--- config.mk ---
export PLATFORM = sky130hd
export DESIGN_NAME = acd_damm
export DESIGN_NICKNAME = d
export VERILOG_FILES = /design/src/rtl/acd_pkg.sv /design/src/rtl/acd_damm.sv
export SDC_FILE = /design/constraint.sdc
export NUM_CORES = 1
export LEC_CHECK = 0
export BUFFER_PORTS_ARGS = -buffer_cell sky130_fd_sc_hd__buf_2
export CAP_MARGIN = 10
export CORE_MARGIN = 3
export CORE_UTILIZATION = 60
export DETAILED_ROUTE_END_ITERATION = 10
export MAX_ROUTING_LAYER = met4
export PLACE_DENSITY_LB_ADDON = 0.25
export SYNTH_ARGS = -nofsm -noshare
export SYNTH_HDL_FRONTEND = slang
export SYNTH_SLANG_ARGS = --single-unit
--- constraint.sdc ---
create_clock -name vclk -period 31.4
set_input_delay 3.14 -clock vclk [all_inputs]
set_output_delay 3.14 -clock vclk [all_outputs]
set_load 0.02 [all_outputs]
--- src/rtl/acd_pkg.sv ---
package acd_pkg;

  // Field widths.
  localparam int unsigned IDENT_W = 30;
  localparam int unsigned DEC_W   = 8;
  localparam int unsigned DATA_W  = 27;
  localparam int unsigned PREC_W  = 4;
  localparam int unsigned NUM_W   = 32;
  localparam int unsigned DIGIT_W = 4;
  localparam int unsigned NDIGITS = 8;

  // Configuration port widths.
  localparam int unsigned CFG_IDX_W  = 3;
  localparam int unsigned CFG_DATA_W = 27;

  // Largest data part plus one: eight decimal digits.
  localparam logic [DATA_W-1:0] DATA_LIMIT = 27'd100000000;

  // Reciprocal constants for the constant dividers.
  // n / 10 = (n * RECIP10) >> 35 for any 32-bit n.
  localparam logic [31:0]       RECIP10      = 32'hCCCCCCCD;
  localparam int unsigned       RECIP10_SH   = 35;
  // n / 10000 = (n * RECIP10K) >> 40 for n below 100000000.
  localparam logic [DATA_W-1:0] RECIP10K     = 27'd109951163;
  localparam int unsigned       RECIP10K_SH  = 40;
  // n / 100 = (n * RECIP100) >> 20 for n below 10000.
  localparam logic [13:0]       RECIP100     = 14'd10486;
  localparam int unsigned       RECIP100_SH  = 20;

  // Register levels inside the digit splitter.
  localparam int unsigned DIGIT_LAT = 6;

  typedef enum logic [CFG_IDX_W-1:0] {
    REG_MIN_DATA    = 3'd0,
    REG_MAX_DATA    = 3'd1,
    REG_MAX_DEC     = 3'd2,
    REG_NATIVE_ID   = 3'd3,
    REG_DOLLAR_ID   = 3'd4,
    REG_VESTING_ID  = 3'd5
  } cfg_idx_e;

  typedef enum logic [1:0] {
    ST_OK        = 2'd0,
    ST_RANGE     = 2'd1,
    ST_BAD_CHECK = 2'd2,
    ST_BAD_DEC   = 2'd3
  } status_e;

  typedef enum logic [1:0] {
    SP_ORDINARY = 2'd0,
    SP_NATIVE   = 2'd1,
    SP_DOLLAR   = 2'd2,
    SP_VESTING  = 2'd3
  } special_e;

  // Per-item results known before the check digit is computed.
  typedef struct packed {
    logic                 range_bad;
    logic [DIGIT_W-1:0]   check;
    special_e             special;
    logic                 dec_good;
    logic [NUM_W-1:0]     number;
  } side_t;

  // Damm quasigroup, row = interim digit, column = next digit.
  localparam logic [DIGIT_W-1:0] DAMM_TAB [100] = '{
    4'd0, 4'd3, 4'd1, 4'd7, 4'd5, 4'd9, 4'd8, 4'd6, 4'd4, 4'd2,
    4'd7, 4'd0, 4'd9, 4'd2, 4'd1, 4'd5, 4'd4, 4'd8, 4'd6, 4'd3,
    4'd4, 4'd2, 4'd0, 4'd6, 4'd8, 4'd7, 4'd1, 4'd3, 4'd5, 4'd9,
    4'd1, 4'd7, 4'd5, 4'd0, 4'd9, 4'd8, 4'd3, 4'd4, 4'd2, 4'd6,
    4'd6, 4'd1, 4'd2, 4'd3, 4'd0, 4'd4, 4'd5, 4'd9, 4'd7, 4'd8,
    4'd3, 4'd6, 4'd7, 4'd4, 4'd2, 4'd0, 4'd9, 4'd5, 4'd8, 4'd1,
    4'd5, 4'd8, 4'd6, 4'd9, 4'd7, 4'd2, 4'd0, 4'd1, 4'd3, 4'd4,
    4'd8, 4'd9, 4'd4, 4'd5, 4'd3, 4'd6, 4'd2, 4'd0, 4'd1, 4'd7,
    4'd9, 4'd4, 4'd3, 4'd8, 4'd6, 4'd1, 4'd7, 4'd2, 4'd0, 4'd5,
    4'd2, 4'd5, 4'd8, 4'd1, 4'd4, 4'd3, 4'd6, 4'd7, 4'd9, 4'd0
  };

  // One step of the Damm recurrence.
  function automatic logic [DIGIT_W-1:0] damm_step(input logic [DIGIT_W-1:0] s,
                                                   input logic [DIGIT_W-1:0] d);
    logic [6:0] idx;
    begin
      idx = 7'(s) * 7'd10 + 7'(d);
      return DAMM_TAB[idx];
    end
  endfunction

endpackage

--- src/rtl/acd_damm.sv ---
module acd_damm (
  input  logic [acd_pkg::NDIGITS-1:0][acd_pkg::DIGIT_W-1:0] digits_i,
  output logic [acd_pkg::DIGIT_W-1:0]                       check_o
);
  import acd_pkg::*;

  // Run the quasigroup over the digits, most significant first, from zero.
  always_comb begin
    logic [DIGIT_W-1:0] interim;
    interim = '0;
    for (int i = NDIGITS - 1; i >= 0; i--) begin
      interim = damm_step(interim, digits_i[i]);
    end
    check_o = interim;
  end

endmodule

======== Yosys cells after proc, flatten, opt, wreduce, memory -nomap -nowiden ========
Memory sizes are Yosys's and may differ from the RTL's.
Cells that the tools add are included.
cells by class
  bitwise logic cells ..................... 8
  mux-type cells .......................... 16
  $mul .................................... 7
  $lt $le $gt $ge ......................... 8
  add/sub/neg operators ................... 7
operators by type and width
  operator                                                            count
  8-bit greater-or-equal comparator, second input constant            8
  4-bit 2-to-1 mux                                                    16
  7-bit inverter with 8-bit output                                    7
  7-bit by 4-bit adder with 7-bit output                              7
  4-bit by 3-bit multiplier with 6-bit output, second input constant  7
  4-bit inverter with 8-bit output                                    1
storage, ports and cells
  memory bits (read-only) ................. 4096
  flip-flop bits (word level) ............. 0
  output and inout port bits .............. 4
  memories ................................ 8
memories
  name              depth  width  rd ports  clocked after Yosys merged registers in  wr ports  line           RTL
  (name not given)  128    4      1         0                                        0         acd_pkg.sv:85  return DAMM_TAB[idx];
  (name not given)  128    4      1         0                                        0         acd_pkg.sv:85
  (name not given)  128    4      1         0                                        0         acd_pkg.sv:85
  (name not given)  128    4      1         0                                        0         acd_pkg.sv:85
  (name not given)  128    4      1         0                                        0         acd_pkg.sv:85
  (name not given)  128    4      1         0                                        0         acd_pkg.sv:85
  2 more memories   -      -      -         -                                        -         -

======== Depth between registers and ports, before layout ========
  depth in word-level cells ............... 46
  gate-level depth with buffers ........... 96
  mapped depth without buffers ............ 90

======== Least setup slack after synthesis ========
OpenSTA, ideal clock, no wires.
  kind .................................... input to output
  from .................................... in digits_i[28] (netlist bit)
  to ...................................... out check_o[2] (netlist bit)
  path slack .............................. 6136 ps
  stages on the path ...................... 77
  arrival ................................. 22124 ps
  buffers on the path ..................... 6
  required time ........................... 28260 ps
  cell sequence ........................... inv_1 -> ha_1 -> buf_6 -> mux2i_1 -> o21ai_0 -> xnor2_1 -> ha_1 -> nand2_1 -> o32a_1 -> a211o_1 -> o2111ai_1 -> buf_2 -> buf_1 -> mux4_2 -> a21oi_1 -> a21oi_1 -> o21ai_0 -> ha_1 -> [... 41 more ...] -> fa_1 -> nor3b_1 -> xor2_1 -> nor2_1 -> mux2_4 -> or2_2 -> mux4_2 -> ha_1 -> ha_1 -> xnor2_1 -> clkbuf_1 -> clkbuf_1 -> o21ai_0 -> a21oi_1 -> nor2_1 -> o21ai_0 -> o21ai_0 -> mux2i_1
on the way
  word-level cells in the longest chain between the ends .. 46
ends and longest elaborated chain
  what                                                    line           RTL
  from (decl)                                             acd_damm.sv:2  input logic [acd_pkg::NDIGITS-1:0][acd_pkg::DIGIT_W-1:0] digits_i,
  4-bit inverter with 8-bit output (implied by the code)  acd_pkg.sv:85
  memory read 128 x 4 bit                                 -
  4-bit 2-to-1 mux (implied by the code) (2 in a row)     acd_pkg.sv:85
  4-bit by 3-bit multiplier with 6-bit output             acd_pkg.sv:84  idx = 7'(s) * 7'd10 + 7'(d);
  7-bit by 4-bit adder with 7-bit output                  acd_pkg.sv:84
  7-bit inverter with 8-bit output (implied by the code)  acd_pkg.sv:85
  memory read 128 x 4 bit                                 -
  4-bit 2-to-1 mux (implied by the code) (2 in a row)     acd_pkg.sv:85
  [... 26 more ...]                                       -
  7-bit inverter with 8-bit output (implied by the code)  acd_pkg.sv:85
  memory read 128 x 4 bit                                 -
  4-bit 2-to-1 mux (implied by the code) (2 in a row)     acd_pkg.sv:85
  4-bit by 3-bit multiplier with 6-bit output             acd_pkg.sv:84
  7-bit by 4-bit adder with 7-bit output                  acd_pkg.sv:84
  7-bit inverter with 8-bit output (implied by the code)  acd_pkg.sv:85
  memory read 128 x 4 bit                                 -
  4-bit 2-to-1 mux (implied by the code) (2 in a row)     acd_pkg.sv:85
  to (decl)                                               acd_damm.sv:3  output logic [acd_pkg::DIGIT_W-1:0] check_o
Every way passes these cells. The select of a mux whose other input is x is not followed.

======== Worst setup path in the final report ========
  from .................................... in digits_i[28] (netlist bit)
  to ...................................... out check_o[3] (netlist bit)
The elaborated chain is that of the path after synthesis.

==> impl_metrics.tcl <==
set metrics [dict create \
    status "completed" \
    yosys_warnings 0 \
    synthTopCellsByArea "ha_1, a21oi_1, nor2_1, nand2_1, mux4_2" \
    critPathTopFamily "adder cells" \
    critical_path.startpoint_type "input port" \
    grt_pass1_wl_microns 33700 \
    crit_type "in2out" \
    syn_nets 1305 \
    dr_wl_met2_microns 9450 \
    antenna_found_initial 1 \
    slew_headroom_pct 23.0 \
    wl_met1_microns 8660 \
    seqCellArea_sq_um 0 \
    clkbuf_count 0 \
    ant_nets 0 \
    fp.dieArea_sq_mm 0.0143 \
    die_w_microns 120 \
    slowest_stage "fa_1" \
    die_height_microns 120 \
    area_growth_pct 3.02 \
    crit_arrival_ns 25.17 \
    final_common_cell "nor2_1" \
    fill_cells 1155 \
    final_net_count 1280 \
    fmax_ghz 0.0353 \
    crit_path_end_kind "output pin" \
    met3_length_microns 1310 \
    dr.pass1.iters 6 \
    overflow 0 \
    period_share_pct 90.2 \
    min_period_ns 28.31 \
    drive_gt1_share_pct 9.91 \
    gp_congestion 0.935 \
    setup-tns-final_ns 0 \
    post_drt_wl_per_cell_microns 15.0 \
    critPathMaxFanout 29 \
    start_util_pct 62.9 \
    worst_pin_slew_ns 1.15 \
    cp_num_cells 82 \
    synth_area_sq_mm 0.00774 \
    whs_ns 7.10 \
    grt_max_degree 38 \
    dp_hpwl_microns 14400 \
    wirelength_microns 19700 \
    n_sequential_cell 0 \
    topRoutingLayerUsed "met4" \
    worstSetupStartpoint "digits_i[28]" \
    cp_common_cell "ha_1" \
    hold_buffers 0 \
    synth_top_area_share_pct 15.0 \
    io_buffers 36 \
    hold_viol 0 \
    crit_required_ns 28.26 \
    hold_path_class "in2out" \
    yosysSeqAreaShare_pct 0 \
    grt_usage_pct 26.7 \
    slowest_delay_ns 1.08 \
    vias 8469 \
    layout_common_cells "nor2_1, a21oi_1, nand2_1" \
    core_sq_mm 0.0123 \
    postCtsSetupBuffers 0 \
    io_pins 36 \
    crit_buf_inv 13 \
    synth_cells 1167 \
    avgViaCountPerCell 6.47 \
    avgSynthCellArea_sq_um 6.64 \
    slew_viol_final 0 \
    crit_path_end "check_o[3]" \
    cts_resized 0 \
    num_rows 40 \
    drc 0 \
    yosys.area.top_type "ha_1" \
    rsz0062_at_grt "false" \
    drt_iter0_drc 1024 \
    grt_pass1_vias 7416 \
    setup_violations 0 \
    max-cap-violations 0 \
    synthDistinctLibCells 78 \
]
[stage by stage]
step                      instances  utilization, %  worst slack (ns)  area [sq um]
final                          1309            64.8              3.09          7980
after global routing           1309            64.8              1.20          7980
after CTS                      1306            64.6              3.16          7950
after detailed placement       1306            64.6              3.21          7950
after global placement         1306            64.6              3.64          7950
after floorplan                1167               -              6.14          7740
[cells in the mapped netlist, drive strengths merged (17+ instances only)]
library cell	count
a211oi	31
a21oi	123
clkbuf	72
ha	93
inv	76
mux2	22
mux2i	32
mux4	19
nand2	117
nand3	24
nor2	141
nor3	39
o211ai	17
o21ai	87
xnor2	36
xor2	26
[per-layer routing]
layer	vias to the layer above	GRT usage, %
met5	-	-
met2	373	43.6
met4	0	5.15
met1	3881	37.5
met3	32	0.895
li1	4183	-
[worst min-delay path by stage]
stage | startpoint | to | cells past startpoint
global route | digits_i[0] | check_o[1] | 6
finish | digits_i[0] | check_o[1] | 6
detailed placement | digits_i[0] | check_o[1] | 6
global placement | digits_i[0] | check_o[1] | 6
CTS | digits_i[0] | check_o[1] | 6
floorplan | digits_i[0] | check_o[1] | 4
[kinds of logic after synthesis]
| kind of cell | synth area share [%] |
|---|---|
| compound gates | 30.7 |
| xor+xnor | 7.25 |
| simple gates | 22.8 |
| fa+ha+maj | 18.4 |
| buf+inv | 7.82 |
| mux | 13.0 |
[cell type report]
type / count / area, sq um / share of cell area, %
multi-input cells: 1009 / 7150 / 89.7
repair buffers: 54 / 323 / 4.05
inverters: 77 / 289 / 3.62
diodes: 1 / 2.50 / 0.0314
well taps: 168 / 210 / 2.63
Power is not shown: default switching activity piles up to over one toggle a cycle in this logic, so the estimate is an artifact.
