**src/rtl/acd_pkg.sv**
```systemverilog
package acd_pkg;

  // Field widths.
  localparam int unsigned IDENT_W = 30;
  localparam int unsigned DEC_W   = 8;
  localparam int unsigned DATA_W  = 27;
  localparam int unsigned PREC_W  = 4;
  localparam int unsigned NUM_W   = 32;
  localparam int unsigned DIGIT_W = 4;
  localparam int unsigned NDIGITS = 8;

  // Configuration port widths.
  localparam int unsigned CFG_IDX_W  = 3;
  localparam int unsigned CFG_DATA_W = 27;

  // Largest data part plus one: eight decimal digits.
  localparam logic [DATA_W-1:0] DATA_LIMIT = 27'd100000000;

  // Reciprocal constants for the constant dividers.
  // n / 10 = (n * RECIP10) >> 35 for any 32-bit n.
  localparam logic [31:0]       RECIP10      = 32'hCCCCCCCD;
  localparam int unsigned       RECIP10_SH   = 35;
  // n / 10000 = (n * RECIP10K) >> 40 for n below 100000000.
  localparam logic [DATA_W-1:0] RECIP10K     = 27'd109951163;
  localparam int unsigned       RECIP10K_SH  = 40;
  // n / 100 = (n * RECIP100) >> 20 for n below 10000.
  localparam logic [13:0]       RECIP100     = 14'd10486;
  localparam int unsigned       RECIP100_SH  = 20;

  // Register levels inside the digit splitter.
  localparam int unsigned DIGIT_LAT = 6;

  typedef enum logic [CFG_IDX_W-1:0] {
    REG_MIN_DATA    = 3'd0,
    REG_MAX_DATA    = 3'd1,
    REG_MAX_DEC     = 3'd2,
    REG_NATIVE_ID   = 3'd3,
    REG_DOLLAR_ID   = 3'd4,
    REG_VESTING_ID  = 3'd5
  } cfg_idx_e;

  typedef enum logic [1:0] {
    ST_OK        = 2'd0,
    ST_RANGE     = 2'd1,
    ST_BAD_CHECK = 2'd2,
    ST_BAD_DEC   = 2'd3
  } status_e;

  typedef enum logic [1:0] {
    SP_ORDINARY = 2'd0,
    SP_NATIVE   = 2'd1,
    SP_DOLLAR   = 2'd2,
    SP_VESTING  = 2'd3
  } special_e;

  // Per-item results known before the check digit is computed.
  typedef struct packed {
    logic                 range_bad;
    logic [DIGIT_W-1:0]   check;
    special_e             special;
    logic                 dec_good;
    logic [NUM_W-1:0]     number;
  } side_t;

  // Damm quasigroup, row = interim digit, column = next digit.
  localparam logic [DIGIT_W-1:0] DAMM_TAB [100] = '{
    4'd0, 4'd3, 4'd1, 4'd7, 4'd5, 4'd9, 4'd8, 4'd6, 4'd4, 4'd2,
    4'd7, 4'd0, 4'd9, 4'd2, 4'd1, 4'd5, 4'd4, 4'd8, 4'd6, 4'd3,
    4'd4, 4'd2, 4'd0, 4'd6, 4'd8, 4'd7, 4'd1, 4'd3, 4'd5, 4'd9,
    4'd1, 4'd7, 4'd5, 4'd0, 4'd9, 4'd8, 4'd3, 4'd4, 4'd2, 4'd6,
    4'd6, 4'd1, 4'd2, 4'd3, 4'd0, 4'd4, 4'd5, 4'd9, 4'd7, 4'd8,
    4'd3, 4'd6, 4'd7, 4'd4, 4'd2, 4'd0, 4'd9, 4'd5, 4'd8, 4'd1,
    4'd5, 4'd8, 4'd6, 4'd9, 4'd7, 4'd2, 4'd0, 4'd1, 4'd3, 4'd4,
    4'd8, 4'd9, 4'd4, 4'd5, 4'd3, 4'd6, 4'd2, 4'd0, 4'd1, 4'd7,
    4'd9, 4'd4, 4'd3, 4'd8, 4'd6, 4'd1, 4'd7, 4'd2, 4'd0, 4'd5,
    4'd2, 4'd5, 4'd8, 4'd1, 4'd4, 4'd3, 4'd6, 4'd7, 4'd9, 4'd0
  };

  // One step of the Damm recurrence.
  function automatic logic [DIGIT_W-1:0] damm_step(input logic [DIGIT_W-1:0] s,
                                                   input logic [DIGIT_W-1:0] d);
    logic [6:0] idx;
    begin
      idx = 7'(s) * 7'd10 + 7'(d);
      return DAMM_TAB[idx];
    end
  endfunction

endpackage

```
**src/rtl/acd_digits.sv**
```systemverilog
module acd_digits (
  input  logic                                        clk_i,
  input  logic                                        en_i,
  input  logic [acd_pkg::DATA_W-1:0]                  x_i,
  output logic [acd_pkg::NDIGITS-1:0][acd_pkg::DIGIT_W-1:0] digits_o
);
  import acd_pkg::*;

  // Level 1: split the eight-digit value into two four-digit halves.
  logic [DATA_W-1:0] x1_q;
  logic [53:0]       prod_hi;
  logic [13:0]       hi1;

  // Level 2: remainder half and hundreds of the upper half.
  logic [DATA_W-1:0] x2_q;
  logic [13:0]       hi2_q;
  logic [DATA_W-1:0] hi_x10k;
  logic [13:0]       lo2;
  logic [27:0]       prod_hh;
  logic [6:0]        hh2;

  // Level 3: low pair of the upper half and hundreds of the lower half.
  logic [13:0]       hi3_q;
  logic [13:0]       lo3_q;
  logic [6:0]        hh3_q;
  logic [13:0]       hh_x100;
  logic [6:0]        hl3;
  logic [27:0]       prod_lh;
  logic [6:0]        lh3;

  // Level 4: low pair of the lower half.
  logic [6:0]        hh4_q;
  logic [6:0]        hl4_q;
  logic [13:0]       lo4_q;
  logic [6:0]        lh4_q;
  logic [13:0]       lh_x100;
  logic [6:0]        ll4;

  // Level 5: pairs of digits, most significant pair first.
  logic [3:0][6:0]   pair5_q;
  logic [NDIGITS-1:0][DIGIT_W-1:0] dig5;

  // Level 6: single digits.
  logic [NDIGITS-1:0][DIGIT_W-1:0] dig6_q;

  assign prod_hi = 54'(x1_q) * 54'(RECIP10K);
  assign hi1     = prod_hi[RECIP10K_SH +: 14];

  assign hi_x10k = DATA_W'(hi2_q) * 27'd10000;
  assign lo2     = 14'(x2_q - hi_x10k);
  assign prod_hh = 28'(hi2_q) * 28'(RECIP100);
  assign hh2     = prod_hh[RECIP100_SH +: 7];

  assign hh_x100 = 14'(hh3_q) * 14'd100;
  assign hl3     = 7'(hi3_q - hh_x100);
  assign prod_lh = 28'(lo3_q) * 28'(RECIP100);
  assign lh3     = prod_lh[RECIP100_SH +: 7];

  assign lh_x100 = 14'(lh4_q) * 14'd100;
  assign ll4     = 7'(lo4_q - lh_x100);

  // Each pair below 100 splits into tens and units by a small reciprocal.
  always_comb begin
    logic [14:0] t_prod;
    logic [3:0]  tens;
    logic [6:0]  t_x10;
    for (int p = 0; p < 4; p++) begin
      t_prod          = 15'(pair5_q[p]) * 15'd205;
      tens            = t_prod[14:11];
      t_x10           = 7'(tens) * 7'd10;
      dig5[2*p+1]     = tens;
      dig5[2*p]       = 4'(pair5_q[p] - t_x10);
    end
  end

  // All levels move together with the pipeline enable.
  always_ff @(posedge clk_i) begin
    if (en_i) begin
      x1_q       <= x_i;
      x2_q       <= x1_q;
      hi2_q      <= hi1;
      hi3_q      <= hi2_q;
      lo3_q      <= lo2;
      hh3_q      <= hh2;
      hh4_q      <= hh3_q;
      hl4_q      <= hl3;
      lo4_q      <= lo3_q;
      lh4_q      <= lh3;
      pair5_q[3] <= hh4_q;
      pair5_q[2] <= hl4_q;
      pair5_q[1] <= lh4_q;
      pair5_q[0] <= ll4;
      dig6_q     <= dig5;
    end
  end

  assign digits_o = dig6_q;

endmodule

```
**config.mk**
```make
export PLATFORM = sky130hd
export DESIGN_NAME = acd_digits
export DESIGN_NICKNAME = d
export VERILOG_FILES = /design/src/rtl/acd_pkg.sv /design/src/rtl/acd_digits.sv
export SDC_FILE = /design/constraint.sdc
export NUM_CORES = 1
export LEC_CHECK = 0
export BUFFER_PORTS_ARGS = -buffer_cell sky130_fd_sc_hd__buf_2
export CAP_MARGIN = 20
export CORE_MARGIN = 4
export CORE_UTILIZATION = 55
export CTS_BUF_LIST = sky130_fd_sc_hd__clkbuf_16
export DETAILED_ROUTE_END_ITERATION = 8
export PLACE_DENSITY = 0.71
export SYNTH_ARGS = -nofsm -noshare
export SYNTH_HDL_FRONTEND = slang
export SYNTH_SLANG_ARGS = --single-unit
```
**constraint.sdc**
```tcl
create_clock -name clk_i -period 7.6 [get_ports clk_i]
set_clock_uncertainty 0.05 [all_clocks]
set_input_delay 0.38 -clock clk_i [delete_from_list [all_inputs] [get_ports clk_i]]
set_output_delay 0.38 -clock clk_i [all_outputs]
set_load 0.05 [all_outputs]
```
* Yosys cells after proc, flatten, opt, wreduce, memory -nomap -nowiden
Cells that the tools add are included.
** Cells by class
- Multiply operators :: 14
- Add/sub/neg operators :: 7
** Operator list (count)
- $mul A7 B8 Y15 const B :: 4
- $mul A27 B27 Y54 const B :: 1
- $mul A14 B13 Y26 const B :: 2
- $mul A4 B3 Y3 const B :: 4
- $sub A4 B4 Y4 :: 4
- $mul A14 B10 Y10 const B :: 1
- $mul A7 B5 Y5 const B :: 2
- $sub A14 B14 Y14 :: 1
- $sub A7 B7 Y7 :: 2
** Storage, ports and cells
- Logic and storage cells :: 43
- Bits of input ports :: 29
- Register bits :: 171
- Output and inout port bits :: 32

* Longest topological paths before layout
Gate-level depths: netlist (run 1).
- Depth in word-level cells :: 3
- Depth in mapped cells :: 24

* Worst setup path before layout (run 1)
No wires, ideal clock.
- Kind :: flip-flop to flip-flop
- From :: register x1_q[14]
- To :: register hi2_q[13], data pin
- Required time :: 7.285 ns
- Stages on the path, launching flop included :: 21
- Slack :: 1.240 ns
- Period minus slack after synthesis :: 6.360 ns
- Arrival :: 6.045 ns
- Cells stage by stage :: edfxtp_1 > ha_1 > inv_1 > fa_1 > inv_1 > fa_1 > fa_1 > fa_1 > fa_1 > inv_1 > fa_1 > inv_1 > ha_1 > a21o_1 > a2111oi_0 > a211oi_1 > a221oi_1 > o21a_1 > a211oi_2 > a311oi_1 > xnor2_1
** Between the ends
- Word-level cells in the longest chain between the ends :: 1
** Ends and longest elaborated chain
- start, declared :: RTL line acd_digits.sv:10 : logic [DATA_W-1:0] x1_q;
- start signal, assigned :: RTL line acd_digits.sv:79 : x1_q <= x_i;
- $mul A27 B27 Y54 :: RTL line acd_digits.sv:46 : assign prod_hi = 54'(x1_q) * 54'(RECIP10K);
- named net prod_hi[53] :: RTL line acd_digits.sv:11 : logic [53:0] prod_hi;
- end signal, assigned :: RTL line acd_digits.sv:81 : hi2_q <= hi1;
- end, declared :: RTL line acd_digits.sv:16 : logic [13:0] hi2_q;
The timed path passes the listed nets, and every way through them passes these cells.
A chain may end at the register's enable or synchronous reset.

* Worst setup path after layout (run 1)
- From :: register x1_q[11]
- To :: register hi2_q[13], data pin
Same word-level chain as after synthesis.

==> results_tabular.tex, run 1 <==
\begin{tabular}{lr}
\hline
Metric & Value \\
\hline
\multicolumn{2}{l}{\textbf{CTS}} \\
Clock root buffer & clkbuf\_16 \\
Number of clock sinks & between 150 and 200 \\
Bufs on Longest Clock Path & 2 \\
Number of clock buffers inserted by TritonCTS & 17 \\
TritonCTS clock tree & done \\
Clock latency at the later pin of the worst-skew pair & 0.49 ns \\
Clock slew at the register clock pins of the worst setup and hold paths & approximately 0.080 ns \\
H-Tree Depth & 4 \\
\multicolumn{2}{l}{\textbf{Floorplan}} \\
Initial core utilization & 55.8\% \\
Vertical extent of the die & roughly 240 um \\
Std-Cell Core Area & between 50000 and 60000 sq um \\
Die width & between 200 and 250 um \\
Area enclosed by the die boundary & 56100 sq um \\
Num ports & between 60 and 70 \\
Row count & slightly above 80 \\
\multicolumn{2}{l}{\textbf{Outcome}} \\
Status & complete, no violations \\
\multicolumn{2}{l}{\textbf{Yosys}} \\
Cell taking the most area after synthesis & fa\_1 \\
Cell count after synthesis & 2578 \\
Top cells by area in the synthesized netlist & fa\_1, ha\_1, edfxtp\_1 \\
Library cell with the highest instance count after synthesis & inv\_1 \\
Mean Syn Cell Area & around 11 sq um \\
Main synth FF type & edfxtp\_1 \\
Unique masters post-synth & 48 \\
Share of the synthesized area in the top cell type & approximately a third \\
Commonest cells in the synthesized netlist & inv\_1, ha\_1, fa\_1 \\
Count of state elements after synthesis & between 150 and 200 \\
Fraction of synthesis flops using an asynchronous set or reset pin & 0\% \\
Yosys warning total & 0 \\
Post-synth EDFFs & 171 \\
Net count after synthesis & roughly 3.7k \\
Sequential element share of the synthesized area & between 15 and 20\% \\
Synthesized cell area & around 29000 sq um \\
\multicolumn{2}{l}{\textbf{Place}} \\
Quantity of I/O buffers inserted on ports & 60 \\
Post-detail-place hpwl & approximately 55 mm \\
Post-placement cell area & $\sim$30000 sq um \\
Routability congestion estimate from global placement & 1.01 \\
\multicolumn{2}{l}{\textbf{GRT}} \\
Initial antenna violation count & 0 \\
Global-route wire length before repair & between 100 and 150 mm \\
Vias in the first global route & $\sim$20k \\
Residual overflow from global routing & 0 \\
GRT Util Overall & a little under a quarter \\
Pin count of the biggest net entering global routing & 94 \\
\multicolumn{2}{l}{\textbf{Routing}} \\
Final antenna-violating net count & 0 \\
Post-Route WL & 62.2 mm \\
Number of DRC violations after detailed routing & 0 \\
Routed length per instance & 18.4 um \\
Average via count per standard cell & just over 5 \\
DRC violation total after the first TritonRoute iteration & roughly 820 \\
Number of iterations in the first detailed-routing pass & 5 \\
Via count & 17.4k \\
\multicolumn{2}{l}{\textbf{Finish}} \\
Filler instances & around 4.2k \\
\# nets final & $\sim$3.8k \\
Number of diodes & 0 \\
Total non-filler cell area in the finished layout & a little over 30000 sq um \\
Layout cells sized above 1 & under 10\% \\
Utilization after layout & between 50\% and 60\% \\
Area of all sequential standard cells & between 5000 and 6000 sq um \\
Area growth syn-to-layout & 7.20\% \\
Total area of multi-input combinational cells & between 20000 and 25000 sq um \\
\multicolumn{2}{l}{\textbf{Worst setup path}} \\
Largest fanout on the critical path & 9 \\
Required time at the worst-slack endpoint & approximately 7.8 ns \\
Setup Crit Path Kind & reg -> reg \\
Element type at the critical path end & flip-flop \\
Worst-case register-to-register setup slack & between 0.3 and 0.4 ns \\
Critical path arrival & approximately 7.5 ns \\
Startpoint kind of the worst setup timing path & flip-flop \\
\multicolumn{2}{l}{\textbf{Timing}} \\
Final count of pins violating max slew & 0 \\
Final setup violation count & 0 \\
Minimum period implied by the final worst setup slack & 7.30 ns \\
FMAX & between 0.1 and 0.15 GHz \\
Tightest Pin Transition & 1.03 ns \\
Relative slew margins & around a third \\
Final hold violations & 0 \\
Final sum of negative setup slack & 0 ns \\
Share of the clock period used by the worst path after layout & 96.0\% \\
Worst hold-check slack & 0.0510 ns \\
\multicolumn{2}{l}{\textbf{Worst hold path}} \\
Path category of the worst min-delay check & in -> reg \\
\multicolumn{2}{l}{\textbf{Job}} \\
\# Max-Cap Violations & 0 \\
\hline
\end{tabular}
kinds of logic after synthesis:
logic type | after synthesis | share of synthesized area [%]
AO/OA/AOI/OAI | 177 | 4.20
buffers and inverters | 883 | 11.5
AND/OR/NAND/NOR | 137 | 2.46
XOR/XNOR | 97 | 2.95
adder cells (fa/ha/maj) | 1112 | 61.0
flip-flops | 171 | 17.8
multiplexers | 1 | 0.0348
placed cells by master (no fill, tap or decap), types with 5 or more instances in the layout:
master,count
inv_1,883
ha_1,626
fa_1,486
edfxtp_1,171
xnor2_1,69
buf_2,59
a21oi_1,52
a21o_1,46
nor2_1,35
xor2_1,28
o21ai_0,22
dlygate4sd3_1,21
nand2_1,17
nor3_1,17
clkbuf_16,17
buf_4,17
nand2b_1,11
nor2b_1,11
nand4_1,11
a31o_2,10
o21a_1,8
or2_2,7
nand3_1,7
and3_1,6
and2_1,5
a211oi_1,5
per-stage QoR:
step                      worst slack (ns)  std cells
after global routing              -0.00266       3387
after CTS                           0.0552       3381
after detailed placement             0.137       3329
after global placement               0.240       3329
final                                0.304       3387
after floorplan                       1.24       2578
registers in the layout, indices dropped and copies added (netlist names):
name      count
hi3_q         7
x1_q         27
hh4_q         7
hh3_q         7
x2_q         14
pair5_q      28
digits_o     32
hl4_q         7
lh4_q         7
lo4_q         7
hi2_q        14
lo3_q        14
final cells by class:
cell class	instances	share of cell area, %
well taps	680	2.76
multi-input cells	1524	65.9
inverters	883	10.7
clock inverters	14	0.474
flip-flops and latches	171	16.6
repair buffers	98	2.09
clock buffers	17	1.38
critical path, cell delays in order, from the launching register on:
cell	delay [ns]
edfxtp_1	0.65
ha_1	0.39
inv_1	0.13
fa_1	0.52
inv_1	0.05
fa_1	0.48
fa_1	0.60
fa_1	0.44
fa_1	0.49
inv_1	0.05
fa_1	0.48
inv_1	0.04
ha_1	0.32
a21o_1	0.23
a2111oi_0	0.44
a211oi_1	0.14
buf_4	0.19
a221oi_2	0.49
o21a_1	0.27
a211oi_2	0.11
a311oi_1	0.34
xnor2_1	0.11
metal layers:
metal  wire, um  part of all wire, %  GRT usage [%]  vias to the layer above
met1      25900                   42           30.1                     8641
met4       2530                  4.1           8.95                        0
met3       3420                  5.5           5.18                      114
met5          0                    0              0                        -
met2      30300                   49           40.3                      385
li1           -                    -              -                     8243
timing repair:
item / CTS / global route
resized for setup: 0 / 1
endpoints found under the hold margin: 21 / 0
hold buffers: 21 / 0
setup buffers: 0 / 6
endpoints found under the setup margin: 0 / 8
worst paths after layout:
| path | from | end | cells after the start |
|---|---|---|---|
| max | x1_q[11]$_DFFE_PP_ | hi2_q[13]$_DFFE_PP_ | 21 |
| min | x_i[11] | x1_q[11]$_DFFE_PP_ | 1 |
| max reg2reg | x1_q[11]$_DFFE_PP_ | hi2_q[13]$_DFFE_PP_ | 21 |
| min reg2reg | hh4_q[2]$_DFFE_PP_ | pair5_q[23]$_DFFE_PP_ | 0 |
Power of run 1 is left out: the tool's default activity adds up to more than one toggle a clock period on the data nets, which glitch-free logic cannot reach.
==> run 2: changes to the inputs <==
--- a/config.mk
+++ b/config.mk
@@ -8,10 +8,10 @@
 export BUFFER_PORTS_ARGS = -buffer_cell sky130_fd_sc_hd__buf_2
 export CAP_MARGIN = 20
 export CORE_MARGIN = 4
-export CORE_UTILIZATION = 55
+export CORE_UTILIZATION = 45
 export CTS_BUF_LIST = sky130_fd_sc_hd__clkbuf_16
 export DETAILED_ROUTE_END_ITERATION = 8
-export PLACE_DENSITY = 0.71
 export SYNTH_ARGS = -nofsm -noshare
 export SYNTH_HDL_FRONTEND = slang
 export SYNTH_SLANG_ARGS = --single-unit
+export TNS_END_PERCENT = 10
==> run 2 against run 1 <==
Compared with the run above:
- largest cell class unchanged
- routed wire length up 0.99%
- sequential share of layout area shrank 0.14 points
- critical path depth unchanged
- setup slack improved by 0.0052 ns
- core utilization fell by 11 points
- worst hold slack lost 0.0029 ns
- cell count grew 5.0%
- highest routed layer unchanged
- flip-flop and latch count did not move
==> results_tabular.tex, run 2 (synthesis gave the netlist of run 1 again) <==
\begin{tabular}{lr}
\hline
Metric & Value \\
\hline
\multicolumn{2}{l}{\textbf{Outcome}} \\
Status & complete, no violations \\
\multicolumn{2}{l}{\textbf{Place}} \\
Place WS & roughly 0.18 ns \\
Post-detail-place hpwl & between 50 and 60 mm \\
Post-placement cell area & 30300 sq um \\
Number of cells in the design after placement & around 3.5k \\
Quantity of I/O buffers inserted on ports & 60 \\
Routability congestion estimate from global placement & roughly 1 \\
\multicolumn{2}{l}{\textbf{Worst setup path}} \\
Startpoint kind of the worst setup timing path & flip-flop \\
Largest fanout on the critical path & 8 \\
Critical Path Most Common Cell & fa\_1 \\
Startpoint of the most critical register-to-register path & x1\_q[14]\$\_DFFE\_PP\_ \\
Worst-path cell with the longest stage delay & edfxtp\_1 \\
Required time at the worst-slack endpoint & 7.76 ns \\
Worst-case register-to-register setup slack & slightly above 0.3 ns \\
End of the worst register-to-register path & hi2\_q[13]\$\_DFFE\_PP\_ \\
Worst setup path end & hi2\_q[13]\$\_DFFE\_PP\_ \\
Logic depth of the worst register-to-register path & 21 \\
Critical path arrival & roughly 7.5 ns \\
Highest cell delay on the worst timing path & $\sim$0.61 ns \\
Element type at the critical path end & flip-flop \\
Cell-by-cell trace of the critical path & ha\_1 -> inv\_1 -> fa\_1 -> inv\_1 -> fa\_1 -> fa\_1 -> fa\_1 -> fa\_1 -> inv\_1 -> fa\_1 -> inv\_1 -> ha\_1 -> a21o\_1 -> a2111oi\_0 -> a211oi\_1 -> buf\_4 -> a221oi\_2 -> o21a\_1 -> a211oi\_2 -> a311oi\_1 -> xnor2\_1 \\
Origin of the worst setup path & x1\_q[14]\$\_DFFE\_PP\_ \\
Setup Crit Path Kind & reg -> reg \\
\multicolumn{2}{l}{\textbf{Floorplan}} \\
Row count & between 90 and 100 \\
Die width & approximately 260 um \\
Vertical extent of the die & $\sim$260 um \\
Area enclosed by the die boundary & $\sim$68000 sq um \\
Num ports & a little over 60 \\
Std-Cell Core Area & 63200 sq um \\
Initial core utilization & approximately 46\% \\
\multicolumn{2}{l}{\textbf{GRT}} \\
Vias in the first global route & 19.5k \\
Initial antenna violation count & 0 \\
Residual overflow from global routing & 0 \\
GRT Util Overall & 19.7\% \\
Pin count of the biggest net entering global routing & 97 \\
Global-route wire length before repair & roughly 100 mm \\
\multicolumn{2}{l}{\textbf{Finish}} \\
Area growth syn-to-layout & 8.11\% \\
Commonest non-fill, non-tap cells in the layout & inv\_1, ha\_1, fa\_1, edfxtp\_1, xnor2\_1 \\
\# nets final & $\sim$3.8k \\
Leading cell type in the layout, fill and taps excluded & inv\_1 \\
Flip-flop count of the largest register after layout & 32 \\
Final non-filler cell total & $\sim$3.6k \\
Layout cells sized above 1 & 4.98\% \\
Number of diodes & 0 \\
Total non-filler cell area in the finished layout & about 31000 sq um \\
\multicolumn{2}{l}{\textbf{Timing}} \\
Final setup violation count & 0 \\
Final sum of negative setup slack & 0 ns \\
Final count of pins violating max slew & 0 \\
Final hold violations & 0 \\
Share of the clock period used by the worst path after layout & $\sim$96\% \\
Tightest Pin Transition & between 0.9 and 1 ns \\
RSZ-0062 raised after global routing & false \\
Relative slew margins & 37.1\% \\
Setup slack after layout & about 0.3 ns \\
Minimum period implied by the final worst setup slack & approximately 7.3 ns \\
FMAX & between 0.1 and 0.15 GHz \\
\multicolumn{2}{l}{\textbf{CTS}} \\
Clock latency at the later pin of the worst-skew pair & about 0.48 ns \\
Clock root buffer & clkbuf\_16 \\
Bufs on Longest Clock Path & 2 \\
H-Tree Depth & 4 \\
Clock slew at the register clock pins of the worst setup and hold paths & $\sim$0.08 ns \\
Number of clock sinks & about 170 \\
TritonCTS clock tree & done \\
Number of clock buffers inserted by TritonCTS & 17 \\
\multicolumn{2}{l}{\textbf{Routing}} \\
Number of DRC violations after detailed routing & 0 \\
Routed length per instance & 17.7 um \\
Final antenna-violating net count & 0 \\
Via count & 17.2k \\
Number of iterations in the first detailed-routing pass & 5 \\
DRC violation total after the first TritonRoute iteration & 818 \\
Post-Route WL & 62.8 mm \\
Average via count per standard cell & a little under 5 \\
\multicolumn{2}{l}{\textbf{Job}} \\
\# Max-Cap Violations & 0 \\
\multicolumn{2}{l}{\textbf{Worst hold path}} \\
Launch instance of the worst min-delay path & x\_i[12] \\
Path category of the worst min-delay check & in -> reg \\
\hline
\end{tabular}
[run 2: timing repair]
action / in CTS / in global routing
buffers inserted: 0 / 5
resized for setup: 0 / 1
hold endpoints to repair: 17 / 0
hold buffers: 17 / 0
setup endpoints to repair: 0 / 3
[run 2: final cells by class]
cell class | instances | area [sq um]
fillers | 5795 | 32100
flip-flops and latches | 171 | 5130
clock buffers | 17 | 425
clock inverters | 15 | 186
inverters | 883 | 3310
well taps | 846 | 1060
multi-input cells | 1524 | 20300
repair buffers | 101 | 659
[run 2: through the flow]
| stage | hold slack, ns | util (%) |
|---|---|---|
| global route | 0.0236 | 49.3 |
| detailed placement | 0.355 | 47.9 |
| floorplan | 0.350 | - |
| global placement | 0.352 | 47.9 |
| finish | 0.0481 | 49.3 |
| CTS | 0.00239 | 49.2 |
[run 2: routing by layer]
metal / GRT usage (%) / part of all wire (%) / up-vias
li1: - / - / 8247
met1: 25.7 / 44 / 8618
met2: 34.1 / 49 / 285
met3: 3.18 / 3.8 / 81
met4: 5.90 / 2.8 / 0
met5: 0 / 0 / -
[run 2: how the worst min path moves through the flow]
stage	end	slack [ns]	depth (start not counted)
CTS	x1_q[12]$_DFFE_PP_	0.002	1
detailed placement	pair5_q[12]$_DFFE_PP_	0.35	0
floorplan	hh4_q[5]$_DFFE_PP_	0.35	0
global route	x1_q[4]$_DFFE_PP_	0.02	1
finish	x1_q[12]$_DFFE_PP_	0.05	1
global placement	pair5_q[25]$_DFFE_PP_	0.35	0
[run 2: critical path, delay by kind of cell (launching register included)]
family                     cells  cell delay [ns]
adders and majority gates      8             3.79
DFF                            1             0.61
buffers and inverters          5             0.51
xor gates and xnor gates       1             0.12
AOI/OAI and AO/OA              7             1.93
Power of run 2 is left out for the same reason.
